[src/design/rc_channel_light_controller_defines.svh]
// Assertion macros used by the top-level design file.
`ifndef RC_CHANNEL_LIGHT_CONTROLLER_DEFINES_SVH
`define RC_CHANNEL_LIGHT_CONTROLLER_DEFINES_SVH

// Same-cycle implication, held off during reset.
`define RCLC_ASSERT_IMP(label, clk, rstn, ante, cons, msg) \
    label: assert property (@(posedge clk) disable iff (!rstn) (ante) |-> (cons)) \
        else $error(msg);

// Next-cycle implication, held off during reset.
`define RCLC_ASSERT_NXT(label, clk, rstn, ante, cons, msg) \
    label: assert property (@(posedge clk) disable iff (!rstn) (ante) |=> (cons)) \
        else $error(msg);

`endif

[src/design/rclc_pkg.sv]
package rclc_pkg;

    localparam int HISTORY_DEPTH = 8;
    localparam int CODE_LEN      = 5;

    // Channel classification against the neutral zone.
    typedef enum logic [1:0] {
        DIR_LOW  = 2'd0,
        DIR_MID  = 2'd1,
        DIR_HIGH = 2'd2
    } dir_t;

    typedef enum logic [2:0] {
        CMD_LEFT    = 3'd0,
        CMD_CENTRE  = 3'd1,
        CMD_RIGHT   = 3'd2,
        CMD_FORWARD = 3'd3,
        CMD_STOP    = 3'd4,
        CMD_BACK    = 3'd5
    } cmd_t;

    typedef enum logic [1:0] {
        MOT_FRONT = 2'd0,
        MOT_BRAKE = 2'd1,
        MOT_BACK  = 2'd2,
        MOT_NONE  = 2'd3
    } motion_t;

    typedef enum logic [1:0] {
        BEEP_NONE = 2'd0,
        BEEP_HIGH = 2'd1,
        BEEP_LOW  = 2'd2
    } beep_t;

    typedef enum logic [1:0] {
        RBEEP_NONE  = 2'd0,
        RBEEP_START = 2'd1,
        RBEEP_STOP  = 2'd2
    } rbeep_t;

    typedef enum logic [1:0] {
        REG_DELTA_TRIGGER = 2'd0,
        REG_CENTER_WIDTH  = 2'd1,
        REG_DEAD_BAND     = 2'd2,
        REG_BLINK_PERIOD  = 2'd3
    } cfg_idx_t;

    typedef struct packed {
        logic [7:0]  delta_trigger;
        logic [11:0] center_width;
        logic [10:0] dead_band;
        logic [15:0] blink_period;
    } cfg_t;

    // Per-pass channel result: re-evaluated class differs from the held one,
    // and the class after this pass.
    typedef struct packed {
        logic changed;
        dir_t cls;
    } chan_evt_t;

    typedef struct packed {
        logic   left;
        logic   right;
        logic   brake;
        logic   reverse;
        beep_t  blink_beep;
        rbeep_t reverse_beep;
    } lamp_out_t;

    typedef cmd_t [HISTORY_DEPTH-1:0] hist_t;

    localparam cmd_t CODE_SEQ [CODE_LEN] = '{CMD_LEFT, CMD_RIGHT, CMD_LEFT, CMD_RIGHT,
                                             CMD_FORWARD};

    function automatic cmd_t steer_cmd(input dir_t d);
        cmd_t c;
        case (d)
            DIR_LOW:  c = CMD_RIGHT;
            DIR_HIGH: c = CMD_LEFT;
            default:  c = CMD_CENTRE;
        endcase
        return c;
    endfunction

    function automatic cmd_t throttle_cmd(input dir_t d);
        cmd_t c;
        case (d)
            DIR_LOW:  c = CMD_BACK;
            DIR_HIGH: c = CMD_FORWARD;
            default:  c = CMD_STOP;
        endcase
        return c;
    endfunction

endpackage

[src/design/rclc_channel.sv]
module rclc_channel (
    input  logic                aclk,
    input  logic                aresetn,
    input  logic                en,
    input  logic [11:0]         width,
    input  rclc_pkg::cfg_t      cfg,
    output rclc_pkg::chan_evt_t evt
);

    logic signed [12:0] last_reg, last_next;
    rclc_pkg::dir_t     cls_reg, cls_next;

    logic signed [13:0] diff;
    logic        [13:0] abs_diff;
    logic signed [13:0] lo_bound;
    logic        [13:0] hi_bound;
    logic               eval;
    rclc_pkg::dir_t     new_dir;

    always_comb begin
        diff     = $signed({last_reg[12], last_reg}) - $signed({2'b00, width});
        abs_diff = diff[13] ? 14'(-diff) : 14'(diff);
        eval     = abs_diff >= {6'b0, cfg.delta_trigger};
        // lower bound may go negative: signed compare
        lo_bound = $signed({2'b00, cfg.center_width}) - $signed({3'b000, cfg.dead_band});
        hi_bound = {2'b00, cfg.center_width} + {3'b000, cfg.dead_band};
        if ($signed({2'b00, width}) < lo_bound) begin
            new_dir = rclc_pkg::DIR_LOW;
        end else if ({2'b00, width} > hi_bound) begin
            new_dir = rclc_pkg::DIR_HIGH;
        end else begin
            new_dir = rclc_pkg::DIR_MID;
        end
        evt.changed = eval && (new_dir != cls_reg);
        evt.cls     = evt.changed ? new_dir : cls_reg;
        last_next   = eval ? $signed({1'b0, width}) : last_reg;
        cls_next    = evt.cls;
    end

    always_ff @(posedge aclk) begin
        if (!aresetn) begin
            last_reg <= -13'sd1;
            cls_reg  <= rclc_pkg::DIR_MID;
        end else if (en) begin
            last_reg <= last_next;
            cls_reg  <= cls_next;
        end
    end

endmodule

[src/design/rclc_history.sv]
module rclc_history (
    input  logic                aclk,
    input  logic                aresetn,
    input  logic                en,
    input  rclc_pkg::chan_evt_t steer_evt,
    input  rclc_pkg::chan_evt_t throttle_evt,
    output logic                code_detected
);

    rclc_pkg::hist_t hist_reg, hist_next, hist_mid;
    logic            push_steer, push_throttle;
    logic            match_steer, match_throttle;

    function automatic rclc_pkg::hist_t shift_in(input rclc_pkg::hist_t h,
                                                 input rclc_pkg::cmd_t c);
        rclc_pkg::hist_t r;
        for (int i = rclc_pkg::HISTORY_DEPTH - 1; i > 0; i--) begin
            r[i] = h[i-1];
        end
        r[0] = c;
        return r;
    endfunction

    // newest entry at index 0, sequence oldest first
    function automatic logic seq_match(input rclc_pkg::hist_t h);
        logic m;
        m = 1'b1;
        for (int i = 0; i < rclc_pkg::CODE_LEN; i++) begin
            if (h[rclc_pkg::CODE_LEN-1-i] != rclc_pkg::CODE_SEQ[i]) begin
                m = 1'b0;
            end
        end
        return m;
    endfunction

    always_comb begin
        push_steer    = steer_evt.changed && (steer_evt.cls != rclc_pkg::DIR_MID);
        push_throttle = throttle_evt.changed && (throttle_evt.cls != rclc_pkg::DIR_MID);
        // steering goes in before throttle
        hist_mid  = push_steer ? shift_in(hist_reg, rclc_pkg::steer_cmd(steer_evt.cls))
                               : hist_reg;
        hist_next = push_throttle
                  ? shift_in(hist_mid, rclc_pkg::throttle_cmd(throttle_evt.cls))
                  : hist_mid;
        match_steer    = push_steer && seq_match(hist_mid);
        match_throttle = push_throttle && seq_match(hist_next);
        code_detected  = match_steer || match_throttle;
    end

    always_ff @(posedge aclk) begin
        if (!aresetn) begin
            hist_reg <= rclc_pkg::hist_t'({rclc_pkg::HISTORY_DEPTH{rclc_pkg::CMD_CENTRE}});
        end else if (en) begin
            hist_reg <= hist_next;
        end
    end

endmodule

[src/design/rclc_lamp.sv]
module rclc_lamp (
    input  logic                aclk,
    input  logic                aresetn,
    input  logic                en,
    input  rclc_pkg::chan_evt_t steer_evt,
    input  rclc_pkg::chan_evt_t throttle_evt,
    input  logic [31:0]         now_ms,
    input  logic                effect_has_sound,
    input  logic [15:0]         blink_period,
    output rclc_pkg::lamp_out_t lamp
);

    rclc_pkg::dir_t    prior_reg [2];
    rclc_pkg::dir_t    prior_next [2];
    rclc_pkg::motion_t motion_reg, motion_next;
    logic [31:0]       blink_time_reg, blink_time_next;
    logic              phase_reg, phase_next;
    logic              left_on_reg, left_on_next;
    logic              right_on_reg, right_on_next;
    logic              reverse_on_reg, reverse_on_next;

    logic              quiet;
    logic              run;
    logic [31:0]       elapsed;
    rclc_pkg::beep_t   blink_beep;

    // throttle: prior commands and motion mode
    always_comb begin
        prior_next[0] = prior_reg[0];
        prior_next[1] = prior_reg[1];
        motion_next   = motion_reg;
        if (throttle_evt.changed) begin
            if (throttle_evt.cls != rclc_pkg::DIR_MID) begin
                prior_next[1] = prior_reg[0];
                prior_next[0] = throttle_evt.cls;
            end
            case (throttle_evt.cls)
                rclc_pkg::DIR_LOW: begin
                    motion_next = (prior_next[1] == rclc_pkg::DIR_HIGH)
                                ? rclc_pkg::MOT_BRAKE : rclc_pkg::MOT_BACK;
                end
                rclc_pkg::DIR_HIGH: begin
                    motion_next = rclc_pkg::MOT_FRONT;
                end
                default: begin
                    if (motion_reg != rclc_pkg::MOT_BRAKE && motion_reg != rclc_pkg::MOT_BACK) begin
                        motion_next = rclc_pkg::MOT_NONE;
                    end
                end
            endcase
        end
    end

    // blinker; both sides share one phase and one timestamp
    always_comb begin
        quiet           = reverse_on_reg || effect_has_sound;
        left_on_next    = left_on_reg;
        right_on_next   = right_on_reg;
        phase_next      = phase_reg;
        blink_time_next = blink_time_reg;
        run             = 1'b0;
        blink_beep      = rclc_pkg::BEEP_NONE;
        case (steer_evt.cls)
            rclc_pkg::DIR_HIGH: begin
                if (right_on_reg) begin
                    phase_next      = 1'b0;
                    blink_time_next = '0;
                end
                right_on_next = 1'b0;
                left_on_next  = 1'b1;
                run           = 1'b1;
            end
            rclc_pkg::DIR_LOW: begin
                if (left_on_reg) begin
                    phase_next      = 1'b0;
                    blink_time_next = '0;
                end
                left_on_next  = 1'b0;
                right_on_next = 1'b1;
                run           = 1'b1;
            end
            default: begin
                if (left_on_reg || right_on_reg) begin
                    phase_next      = 1'b0;
                    blink_time_next = '0;
                end
                left_on_next  = 1'b0;
                right_on_next = 1'b0;
            end
        endcase
        elapsed = now_ms - blink_time_next;
        if (run && (elapsed > {16'b0, blink_period})) begin
            blink_time_next = now_ms;
            phase_next      = !phase_next;
            if (!quiet) begin
                blink_beep = phase_next ? rclc_pkg::BEEP_HIGH : rclc_pkg::BEEP_LOW;
            end
        end
    end

    // reverse buzzer and lamp outputs
    always_comb begin
        reverse_on_next   = reverse_on_reg;
        lamp.reverse_beep = rclc_pkg::RBEEP_NONE;
        if (motion_next == rclc_pkg::MOT_BACK) begin
            if (!reverse_on_reg) begin
                reverse_on_next = 1'b1;
                if (!effect_has_sound) begin
                    lamp.reverse_beep = rclc_pkg::RBEEP_START;
                end
            end
        end else if (reverse_on_reg) begin
            reverse_on_next = 1'b0;
            if (!effect_has_sound) begin
                lamp.reverse_beep = rclc_pkg::RBEEP_STOP;
            end
        end
        lamp.blink_beep = blink_beep;
        lamp.left       = left_on_next && phase_next;
        lamp.right      = right_on_next && phase_next;
        lamp.brake      = motion_next == rclc_pkg::MOT_BRAKE;
        lamp.reverse    = reverse_on_next;
    end

    always_ff @(posedge aclk) begin
        if (!aresetn) begin
            prior_reg[0]   <= rclc_pkg::DIR_MID;
            prior_reg[1]   <= rclc_pkg::DIR_MID;
            motion_reg     <= rclc_pkg::MOT_NONE;
            blink_time_reg <= '0;
            phase_reg      <= 1'b0;
            left_on_reg    <= 1'b0;
            right_on_reg   <= 1'b0;
            reverse_on_reg <= 1'b0;
        end else if (en) begin
            prior_reg[0]   <= prior_next[0];
            prior_reg[1]   <= prior_next[1];
            motion_reg     <= motion_next;
            blink_time_reg <= blink_time_next;
            phase_reg      <= phase_next;
            left_on_reg    <= left_on_next;
            right_on_reg   <= right_on_next;
            reverse_on_reg <= reverse_on_next;
        end
    end

endmodule

[src/design/rc_channel_light_controller.sv]
// RC channel light controller. Each input beat is one control pass carrying the
// steering and throttle pulse widths, the millisecond time and the effect-sound
// flag; each pass yields exactly one result beat with the blinker lamps, brake
// and reverse lamps, beep requests and the command-sequence pulse. The block
// takes one beat per clock unless the result side stalls it. A pass goes
// through an input register, one layer of compare/subtract logic (delta check,
// neutral-zone classification, history shift and five-entry match, 32-bit blink
// elapsed compare) and a result register, which offers the result beat.
// Backpressure on the result side stalls the pipe: while a finished result
// waits, the input register takes one more beat and then holds s_tready low
// until m_tready frees the result register. The user must write configuration
// through the plain write port while the block is idle; nothing enforces this.
`include "rc_channel_light_controller_defines.svh"

module rc_channel_light_controller (
    input  logic        aclk,
    input  logic        aresetn,
    // configuration write port
    input  logic        cfg_wr_en,
    input  logic [1:0]  cfg_wr_index,
    input  logic [15:0] cfg_wr_data,
    // input beats
    input  logic        s_tvalid,
    output logic        s_tready,
    // [11:0] steer_width, [23:12] throttle_width, [55:24] now_ms,
    // [56] effect_has_sound, [63:57] zero
    input  logic [63:0] s_tdata,
    // result beats
    output logic        m_tvalid,
    input  logic        m_tready,
    // [0] left_lamp, [1] right_lamp, [2] brake_lamp, [3] reverse_lamp,
    // [5:4] blink_beep, [7:6] reverse_beep, [8] code_detected, [15:9] zero
    output logic [15:0] m_tdata
);

    // configuration registers
    rclc_pkg::cfg_t cfg_reg;

    // input register
    logic        in_valid_reg;
    logic [11:0] steer_reg;
    logic [11:0] throttle_reg;
    logic [31:0] now_reg;
    logic        snd_reg;

    // result register
    logic        out_valid_reg;
    logic [8:0]  out_data_reg, out_data_next;

    logic                advance;   // pass moves from input to result register
    logic                in_take;
    rclc_pkg::chan_evt_t steer_evt;
    rclc_pkg::chan_evt_t throttle_evt;
    rclc_pkg::lamp_out_t lamp;
    logic                code_detected;

    assign advance  = in_valid_reg && (!out_valid_reg || m_tready);
    assign s_tready = !in_valid_reg || advance;
    assign in_take  = s_tvalid && s_tready;

    always_ff @(posedge aclk) begin
        if (!aresetn) begin
            cfg_reg.delta_trigger <= 8'd10;
            cfg_reg.center_width  <= 12'd1500;
            cfg_reg.dead_band     <= 11'd100;
            cfg_reg.blink_period  <= 16'd500;
        end else if (cfg_wr_en) begin
            case (rclc_pkg::cfg_idx_t'(cfg_wr_index))
                rclc_pkg::REG_DELTA_TRIGGER: cfg_reg.delta_trigger <= cfg_wr_data[7:0];
                rclc_pkg::REG_CENTER_WIDTH:  cfg_reg.center_width  <= cfg_wr_data[11:0];
                rclc_pkg::REG_DEAD_BAND:     cfg_reg.dead_band     <= cfg_wr_data[10:0];
                rclc_pkg::REG_BLINK_PERIOD:  cfg_reg.blink_period  <= cfg_wr_data;
                default: ;
            endcase
        end
    end

    // pipeline control
    always_ff @(posedge aclk) begin
        if (!aresetn) begin
            in_valid_reg  <= 1'b0;
            out_valid_reg <= 1'b0;
        end else begin
            if (s_tready) begin
                in_valid_reg <= s_tvalid;
            end
            if (advance) begin
                out_valid_reg <= 1'b1;
            end else if (m_tready) begin
                out_valid_reg <= 1'b0;
            end
        end
    end

    // payload, no reset
    always_ff @(posedge aclk) begin
        if (in_take) begin
            steer_reg    <= s_tdata[11:0];
            throttle_reg <= s_tdata[23:12];
            now_reg      <= s_tdata[55:24];
            snd_reg      <= s_tdata[56];
        end
        if (advance) begin
            out_data_reg <= out_data_next;
        end
    end

    rclc_channel u_steer (
        .aclk    (aclk),
        .aresetn (aresetn),
        .en      (advance),
        .width   (steer_reg),
        .cfg     (cfg_reg),
        .evt     (steer_evt)
    );

    rclc_channel u_throttle (
        .aclk    (aclk),
        .aresetn (aresetn),
        .en      (advance),
        .width   (throttle_reg),
        .cfg     (cfg_reg),
        .evt     (throttle_evt)
    );

    rclc_history u_history (
        .aclk          (aclk),
        .aresetn       (aresetn),
        .en            (advance),
        .steer_evt     (steer_evt),
        .throttle_evt  (throttle_evt),
        .code_detected (code_detected)
    );

    rclc_lamp u_lamp (
        .aclk             (aclk),
        .aresetn          (aresetn),
        .en               (advance),
        .steer_evt        (steer_evt),
        .throttle_evt     (throttle_evt),
        .now_ms           (now_reg),
        .effect_has_sound (snd_reg),
        .blink_period     (cfg_reg.blink_period),
        .lamp             (lamp)
    );

    assign out_data_next = {code_detected, lamp.reverse_beep, lamp.blink_beep,
                            lamp.reverse, lamp.brake, lamp.right, lamp.left};

    assign m_tvalid = out_valid_reg;
    assign m_tdata  = {7'b0, out_data_reg};

    // brake and back are exclusive motion modes
    `RCLC_ASSERT_IMP(a_lamps_excl, aclk, aresetn, out_valid_reg,
        !(out_data_reg[2] && out_data_reg[3]), "brake and reverse lamps both on")
    // one blinker side at a time
    `RCLC_ASSERT_IMP(a_blink_excl, aclk, aresetn, out_valid_reg,
        !(out_data_reg[0] && out_data_reg[1]), "left and right lamps both on")
    // a start request only comes with the reverse lamp lit
    `RCLC_ASSERT_IMP(a_rbeep_start, aclk, aresetn,
        out_valid_reg && (out_data_reg[7:6] == rclc_pkg::RBEEP_START),
        out_data_reg[3], "reverse start beep without reverse lamp")
    // input side only stalls when the pass is blocked
    `RCLC_ASSERT_IMP(a_stall_cause, aclk, aresetn, !s_tready,
        in_valid_reg && out_valid_reg && !m_tready, "input stalled without cause")
    `RCLC_ASSERT_NXT(a_advance_out, aclk, aresetn, advance, out_valid_reg,
        "pass advanced but no result held")

endmodule

[config.mk]
export PLATFORM = sky130hd
export DESIGN_NAME = rc_channel_light_controller
export DESIGN_NICKNAME = d
export VERILOG_FILES = /design/src/design/rclc_pkg.sv /design/src/design/rclc_channel.sv /design/src/design/rclc_history.sv /design/src/design/rclc_lamp.sv /design/src/design/rc_channel_light_controller.sv
export VERILOG_INCLUDE_DIRS = /design/src /design/src/design
export SDC_FILE = /design/constraint.sdc
export NUM_CORES = 1
export LEC_CHECK = 0
export ABC_AREA = 1
export BUFFER_PORTS_ARGS = -buffer_cell sky130_fd_sc_hd__buf_2
export CORE_MARGIN = 5
export CORE_UTILIZATION = 30
export DETAILED_ROUTE_END_ITERATION = 7
export GPL_ROUTABILITY_DRIVEN = 0
export GPL_TIMING_DRIVEN = 0
export HOLD_SLACK_MARGIN = 0.1
export PLACE_DENSITY_LB_ADDON = 0.1
export SYNTH_ARGS = -nofsm -noshare
export SYNTH_HDL_FRONTEND = slang
export SYNTH_SLANG_ARGS = --single-unit
[constraint.sdc]
create_clock -name aclk -period 18.3 [get_ports aclk]
set_input_delay 1.83 -clock aclk [delete_from_list [all_inputs] [get_ports aclk]]
set_output_delay 1.83 -clock aclk [all_outputs]
set_load 0.005 [all_outputs]
==> qor.txt, run 1 <==
=================================================================================
Register clock-pin slew on the reported worst setup and hold paths        0.07 ns
Number of cells on the worst hold path                                          2
Critical R2R Launch                                                   cfg_reg[18]
Post-synthesis instance total                                                2065
Synth async-reset ratio                                                        0%
Static Leak                                                               8.23 nW
Site Rows                                                                      81
Final setup TNS                                                              0 ns
Worst min-delay path class                                             reg -> reg
Crit path max-delay family                                           simple AND/OR/NAND/NOR gates
Terminus of the critical flop-to-flop path                           out_data_reg[0]
Data required time of the critical path                                  18.59 ns
Headroom to the max-slew limit                                              39.3%
CP arrival                                                               10.37 ns
Max stage delay on crit path                                              0.49 ns
Post-layout nets                                                             2437
Worst Tran Pin Value                                                     0.904 ns
Starting density of the core                                                30.3%
Number of clock buffers inserted by TritonCTS                                  27
Worst r2r path cells                                                           66
Type of origin of the critical path                                     flip-flop
Final critical-path required period                                      10.09 ns
Worst-path fanout max                                                          10
Sum of net half-perimeters after detailed placement                       36.6 mm
Wire length of the first global-routing pass                              72.1 mm
Remaining antenna violation count                                               0
Proportion of synthesized chip area in sequential cells                     32.1%
Floorplan core area                                                    48800 um^2
Insertion delay to the later sink of the worst-skew pair                  0.55 ns
Combined area of all synthesized cells                                 14800 um^2
Die height                                                                 232 um
Number of storage elements in the synthesis netlist                           202
Final antenna diode count                                                       0
Met1 wire length                                                          22.8 mm
Met3 WL                                                                   1.69 mm
Number of sinks on the clock net                                              202
Category of the most critical setup path                               reg -> reg
Most repeated library cell on the critical path                      sky130_fd_sc_hd__nand2_1
Crit path launch                                                      cfg_reg[18]
Congestion Overflow GR                                                          0
Number of H-tree branching levels                                               1
Synthesis Warnings                                                              0
Post-CTS setup repair buffer count                                              0
Overall fraction of global-route tracks in use                              16.7%
Run status                                                           finished clean
Vias                                                                        13.6k
CP max stage cell                                                    sky130_fd_sc_hd__o221ai_1
Setup slack on the worst flop-to-flop path                                8.21 ns
Wire length per cell after detailed routing                               15.9 um
Number of antenna violations at the first check in global routing               0
Largest net degree at the start of global routing                              58
Areal power density over the cells                                    110 nW/um^2
Average vias per placed instance                                             4.75
Max Freq                                                                 99.2 MHz
Maximum VDD drop                                                          92.3 uV
Fraction of layout instances using a drive strength above 1                 9.91%
Flip-flop count of the largest register after layout                           47
Overall power consumption                                                 1.88 mW
Die Span X                                                                 232 um
Total of max-cap violations                                                     0
Mean instance size in the synthesized netlist                           7.17 um^2
Total stage count of the critical path                                         66
Beginning of the worst hold path                                     u_lamp.blink_time_reg[3]
Leading register cell type out of synthesis                          sky130_fd_sc_hd__dfxtp_1
Kind of capture point of the worst setup path                           flip-flop
Synthesis-to-layout area growth                                             15.5%
CTS tree                                                                     done
DRT iter0 DRCs                                                                747
Post-detailed-routing wire length                                         45.6 mm
Final Hold Fails                                                                0
Number of synthesized flops with an enable pin                                 70
Top routing layer in use                                                     met4
Distinct cells, synth                                                          50
Buffer type at the clock tree root                                   sky130_fd_sc_hd__clkbuf_16
Slew Limit Fails                                                                0
Num ports                                                                     105
Routed length on met2                                                     20.2 mm
Full die area                                                          53900 um^2
Port Buffer Count                                                              89
Worst-case hold path end point                                       u_lamp.blink_time_reg[3]
First drt pass iteration count                                                  5
Maximum buffer depth of the clock tree                                          3
Number of hold buffers added after cts                                          0
Count of endpoints failing setup in the final report                            0
Setup repair after global routing missed its margin                         false
Hold slack final                                                         0.452 ns
Via count of the first global-routing pass                                  13.1k
Fillcell total                                                               5308
DRC violations left                                                             0
Resize count post-CTS                                                           0
Sum of buffers and inverters on the critical path                               6
Setup skew after layout                                                 0.0180 ns
Post-route clock period utilization                                         55.1%
=================================================================================
## cells in the final DEF (no fill, tap or decap), types with 70 or more instances in the layout
cell / synthesis / layout
sky130_fd_sc_hd__nand2_1: 523 / 523
sky130_fd_sc_hd__inv_1: 288 / 287
sky130_fd_sc_hd__ha_1: 156 / 156
sky130_fd_sc_hd__nand3_1: 150 / 150
sky130_fd_sc_hd__nor2_1: 138 / 138
sky130_fd_sc_hd__a21oi_1: 134 / 134
sky130_fd_sc_hd__dfxtp_1: 132 / 132
sky130_fd_sc_hd__o21ai_0: 122 / 122
sky130_fd_sc_hd__buf_2: 4 / 93
sky130_fd_sc_hd__edfxtp_1: 70 / 70
## logic make-up after synthesis
family | after synthesis | synth area share (%)
and+or+nand+nor | 929 | 27.3
buffers and inverters | 361 | 9.77
muxes | 1 | 0.0676
other | 1 | 0.0253
xor gates and xnor gates | 56 | 3.31
adders and majority gates | 161 | 13.9
DFF | 202 | 32.1
AOI/OAI and AO/OA | 354 | 13.6
## worst max path at each step
| stage | end | slack [ns] |
|---|---|---|
| 5_1_grt | out_data_reg[0] | 7.35 |
| 6_report | out_data_reg[0] | 8.21 |
| 3_5_place_dp | out_data_reg[0] | 8.15 |
| 3_3_place_gp | out_data_reg[0] | 8.23 |
| 4_1_cts | out_data_reg[0] | 8.10 |
| 2_1_floorplan | out_data_reg[0] | 10.61 |
## cell usage after synthesis, drive strengths merged, types with 8 or more instances
cell type	n	area share [%]
buf	20	1.1
clkbuf	37	0.94
ha	156	13
nand2	542	14
nor2	146	3.8
edfxtp	70	14
a31oi	9	0.38
nand3	168	6.3
a21o	8	0.41
nor3	18	0.61
a21oi	137	4.7
xor2	50	3.0
nand3b	8	0.41
inv	299	7.6
dfxtp	132	18
o21ai	125	4.3
nand4	37	1.6
o211ai	35	1.8
o22ai	15	0.63
## worst register-to-register path, delay by kind of cell (launching register included)
kind                     cells  cell delay, ns
XOR/XNOR                     2            0.42
flip-flops                   1            0.33
adder cells (fa/ha/maj)      4            1.50
AO/OA/AOI/OAI               13            2.38
buffers and inverters        6            0.83
AND/OR/NAND/NOR             41            4.38
## final cells by class
type                       instances  area [um^2]  area share, %
multi-input combinational       1508         8630           50.5
clock inverter                    11          188           1.10
clock buffer                      38          798           4.67
sequential                       202         4740           27.8
timing repair buffer              89          445           2.61
tap                              664          831           4.86
inverter                         304         1140           6.69
buffer                            57          305           1.79
## through the flow
stage,setup WS [ns],std cells,utilization [%],instance area (um^2)
floorplan,10.61,2071,-,14800
global placement,8.23,2824,33.0,16100
detailed placement,8.15,2824,33.0,16100
CTS,8.10,2873,35.0,17100
global route,7.35,2873,35.0,17100
finish,8.21,2873,35.0,17100
## report_power, final
group | internal, mW | leakage, nW | switching (mW)
clock | 0.373 | 0.487 | 0.215
sequential | 0.510 | 1.76 | 0.0279
combinational | 0.256 | 5.98 | 0.498
total | 1.14 | 8.23 | 0.741
## routing by layer
metal	up-vias	GRT usage, %
met4	0	3.05
met1	6294	24.3
met2	198	26.9
li1	7093	-
met5	-	0
met3	49	2.29
Power figures use the tool's default switching activity.
==> run 2: changes to the inputs <==
clock period = 8.2 ns   (was 18.3 ns; I/O delays follow)
==> qor.txt, run 2 (synthesis results as in run 1) <==
=================================================================================
Areal power density over the cells                                    247 nW/um^2
Number of H-tree branching levels                                               1
Setup skew after layout                                                 0.0151 ns
Maximum VDD drop                                                           224 uV
Sum of net half-perimeters after detailed placement                       36.6 mm
Most common cell after layout, fill and taps aside                   sky130_fd_sc_hd__nand2_1
Data required time of the critical path                                   8.64 ns
DRT iter0 DRCs                                                                752
Static Leak                                                               8.75 nW
Post-layout nets                                                             2508
Final critical-path required period                                       7.94 ns
First drt pass iteration count                                                  5
Largest net degree at the start of global routing                              58
Part of the power in registers                                              26.2%
Floorplan core area                                                    48800 um^2
CTS tree                                                                     done
Worst-path fanout max                                                           8
Setup slack on the worst flop-to-flop path                                0.26 ns
Via count of the first global-routing pass                                  13.4k
Run status                                                           finished clean
DRC violations left                                                             0
Wire length of the first global-routing pass                              73.7 mm
Wire length per cell after detailed routing                               16.0 um
Number of sinks on the clock net                                              202
Max Freq                                                                  126 MHz
Die height                                                                 232 um
Num ports                                                                     105
Clock group share of total power                                            28.5%
Most repeated library cell on the critical path                      sky130_fd_sc_hd__nand2_1
Site Rows                                                                      81
Top library cells by usage in the layout, fill and taps aside        474 x sky130_fd_sc_hd__nand2_1, 278 x sky130_fd_sc_hd__inv_1, 139 x sky130_fd_sc_hd__ha_1, 131 x sky130_fd_sc_hd__nor2_1, 129 x sky130_fd_sc_hd__nand3_1
Post-route clock period utilization                                         96.8%
Die Span X                                                                 232 um
Vias                                                                        14.0k
Net Switching                                                             1.81 mW
Register clock-pin slew on the reported worst setup and hold paths        0.07 ns
Total of max-cap violations                                                     0
Count of endpoints failing setup in the final report                            0
Number of hold buffers added after cts                                          0
Type of origin of the critical path                                     flip-flop
Synthesis-to-layout area growth                                             25.4%
Max stage delay on crit path                                              0.34 ns
Insertion delay to the later sink of the worst-skew pair                  0.55 ns
CP max stage cell                                                    sky130_fd_sc_hd__dfxtp_2
Slew Limit Fails                                                                0
Overall fraction of global-route tracks in use                              17.1%
Starting density of the core                                                30.3%
Port Buffer Count                                                              89
Cell-internal power                                                       2.78 mW
Number of antenna violations at the first check in global routing               0
Average vias per placed instance                                             4.75
CP arrival                                                                8.38 ns
Worst min-delay path class                                              in -> reg
Post-detailed-routing wire length                                         47.0 mm
Worst Tran Pin Value                                                     0.929 ns
Kind of capture point of the worst setup path                           flip-flop
Remaining antenna violation count                                               0
Final Hold Fails                                                                0
Core utilization of the finished layout                                     38.0%
Full die area                                                          53900 um^2
Net switching fraction of the power                                         39.5%
Maximum buffer depth of the clock tree                                          3
Buffer type at the clock tree root                                   sky130_fd_sc_hd__clkbuf_16
Number of clock buffers inserted by TritonCTS                                  27
Combinational Power Share                                                   45.3%
Hold slack final                                                         0.441 ns
Congestion Overflow GR                                                          0
Setup repair after global routing missed its margin                          true
Category of the most critical setup path                               reg -> reg
Flip-flop count of the largest register after layout                           47
Final setup TNS                                                              0 ns
Fraction of layout instances using a drive strength above 1                 19.1%
Headroom to the max-slew limit                                              37.6%
Final antenna diode count                                                       0
=================================================================================
-- run 2: path summary, 6_finish.rpt --
check                           cells past startpoint                         to                      start
worst min register to register                      2  u_lamp.blink_time_reg[27]  u_lamp.blink_time_reg[27]
worst max-delay path                               66  u_lamp.blink_time_reg[16]                cfg_reg[18]
worst max register to register                     66  u_lamp.blink_time_reg[16]                cfg_reg[18]
worst min-delay path                                1                now_reg[13]                s_tdata[37]
-- run 2: repair_timing --
action / CTS / global route
endpoints found under the setup margin: 37 / 37
gates cloned: 2 / 1
resized for setup: 100 / 113
setup buffers: 43 / 26
pin swaps: 34 / 62
endpoints found under the hold margin: 0 / 0
-- run 2: worst max-delay path, delay by kind of cell (launching register included) --
kind	cells	cell delay, ns
flip-flops	1	0.34
buffers and inverters	15	1.44
AO/OA/AOI/OAI	10	1.14
AND/OR/NAND/NOR	34	3.26
XOR/XNOR	2	0.30
adder cells (fa/ha/maj)	5	1.32
-- run 2: area by class of cell --
type | count | area [um^2]
tap | 664 | 831
sequential | 202 | 4750
inverter | 304 | 1150
multi-input combinational | 1508 | 9440
timing repair buffer | 160 | 1040
buffer | 57 | 362
clock buffer | 38 | 798
fill | 5211 | 30300
clock inverter | 11 | 188
-- run 2: layer usage --
metal  global-route usage [%]  part of all wire (%)  vias to the layer above
met5                        0                     0                        -
met1                     24.7                    50                     6479
met3                     2.02                   3.3                       45
met2                     27.8                    45                      223
li1                         -                     -                     7231
met4                     3.08                   1.7                        0
-- run 2: power by group through the flow --
stage | logic, mW | clock network (mW) | registers [mW]
detailed placement | 1.69 | 0 | 1.22
finish | 2.08 | 1.31 | 1.20
global placement | 1.67 | 0 | 1.22
CTS | 1.92 | 1.35 | 1.20
global route | 2.35 | 1.39 | 1.21
floorplan | 1.24 | 0 | 1.20
-- run 2: through the flow --
step / std cells / total power, mW / instance area [um^2] / setup slack [ns]
6_report: 2944 / 4.59 / 18600 / 0.262
4_1_cts: 2917 / 4.47 / 17900 / 0.00644
3_5_place_dp: 2824 / 2.91 / 16100 / -1.95
5_1_grt: 2944 / 4.95 / 18600 / -0.185
2_1_floorplan: 2071 / 2.44 / 14800 / 0.514
3_3_place_gp: 2824 / 2.90 / 16100 / -1.87
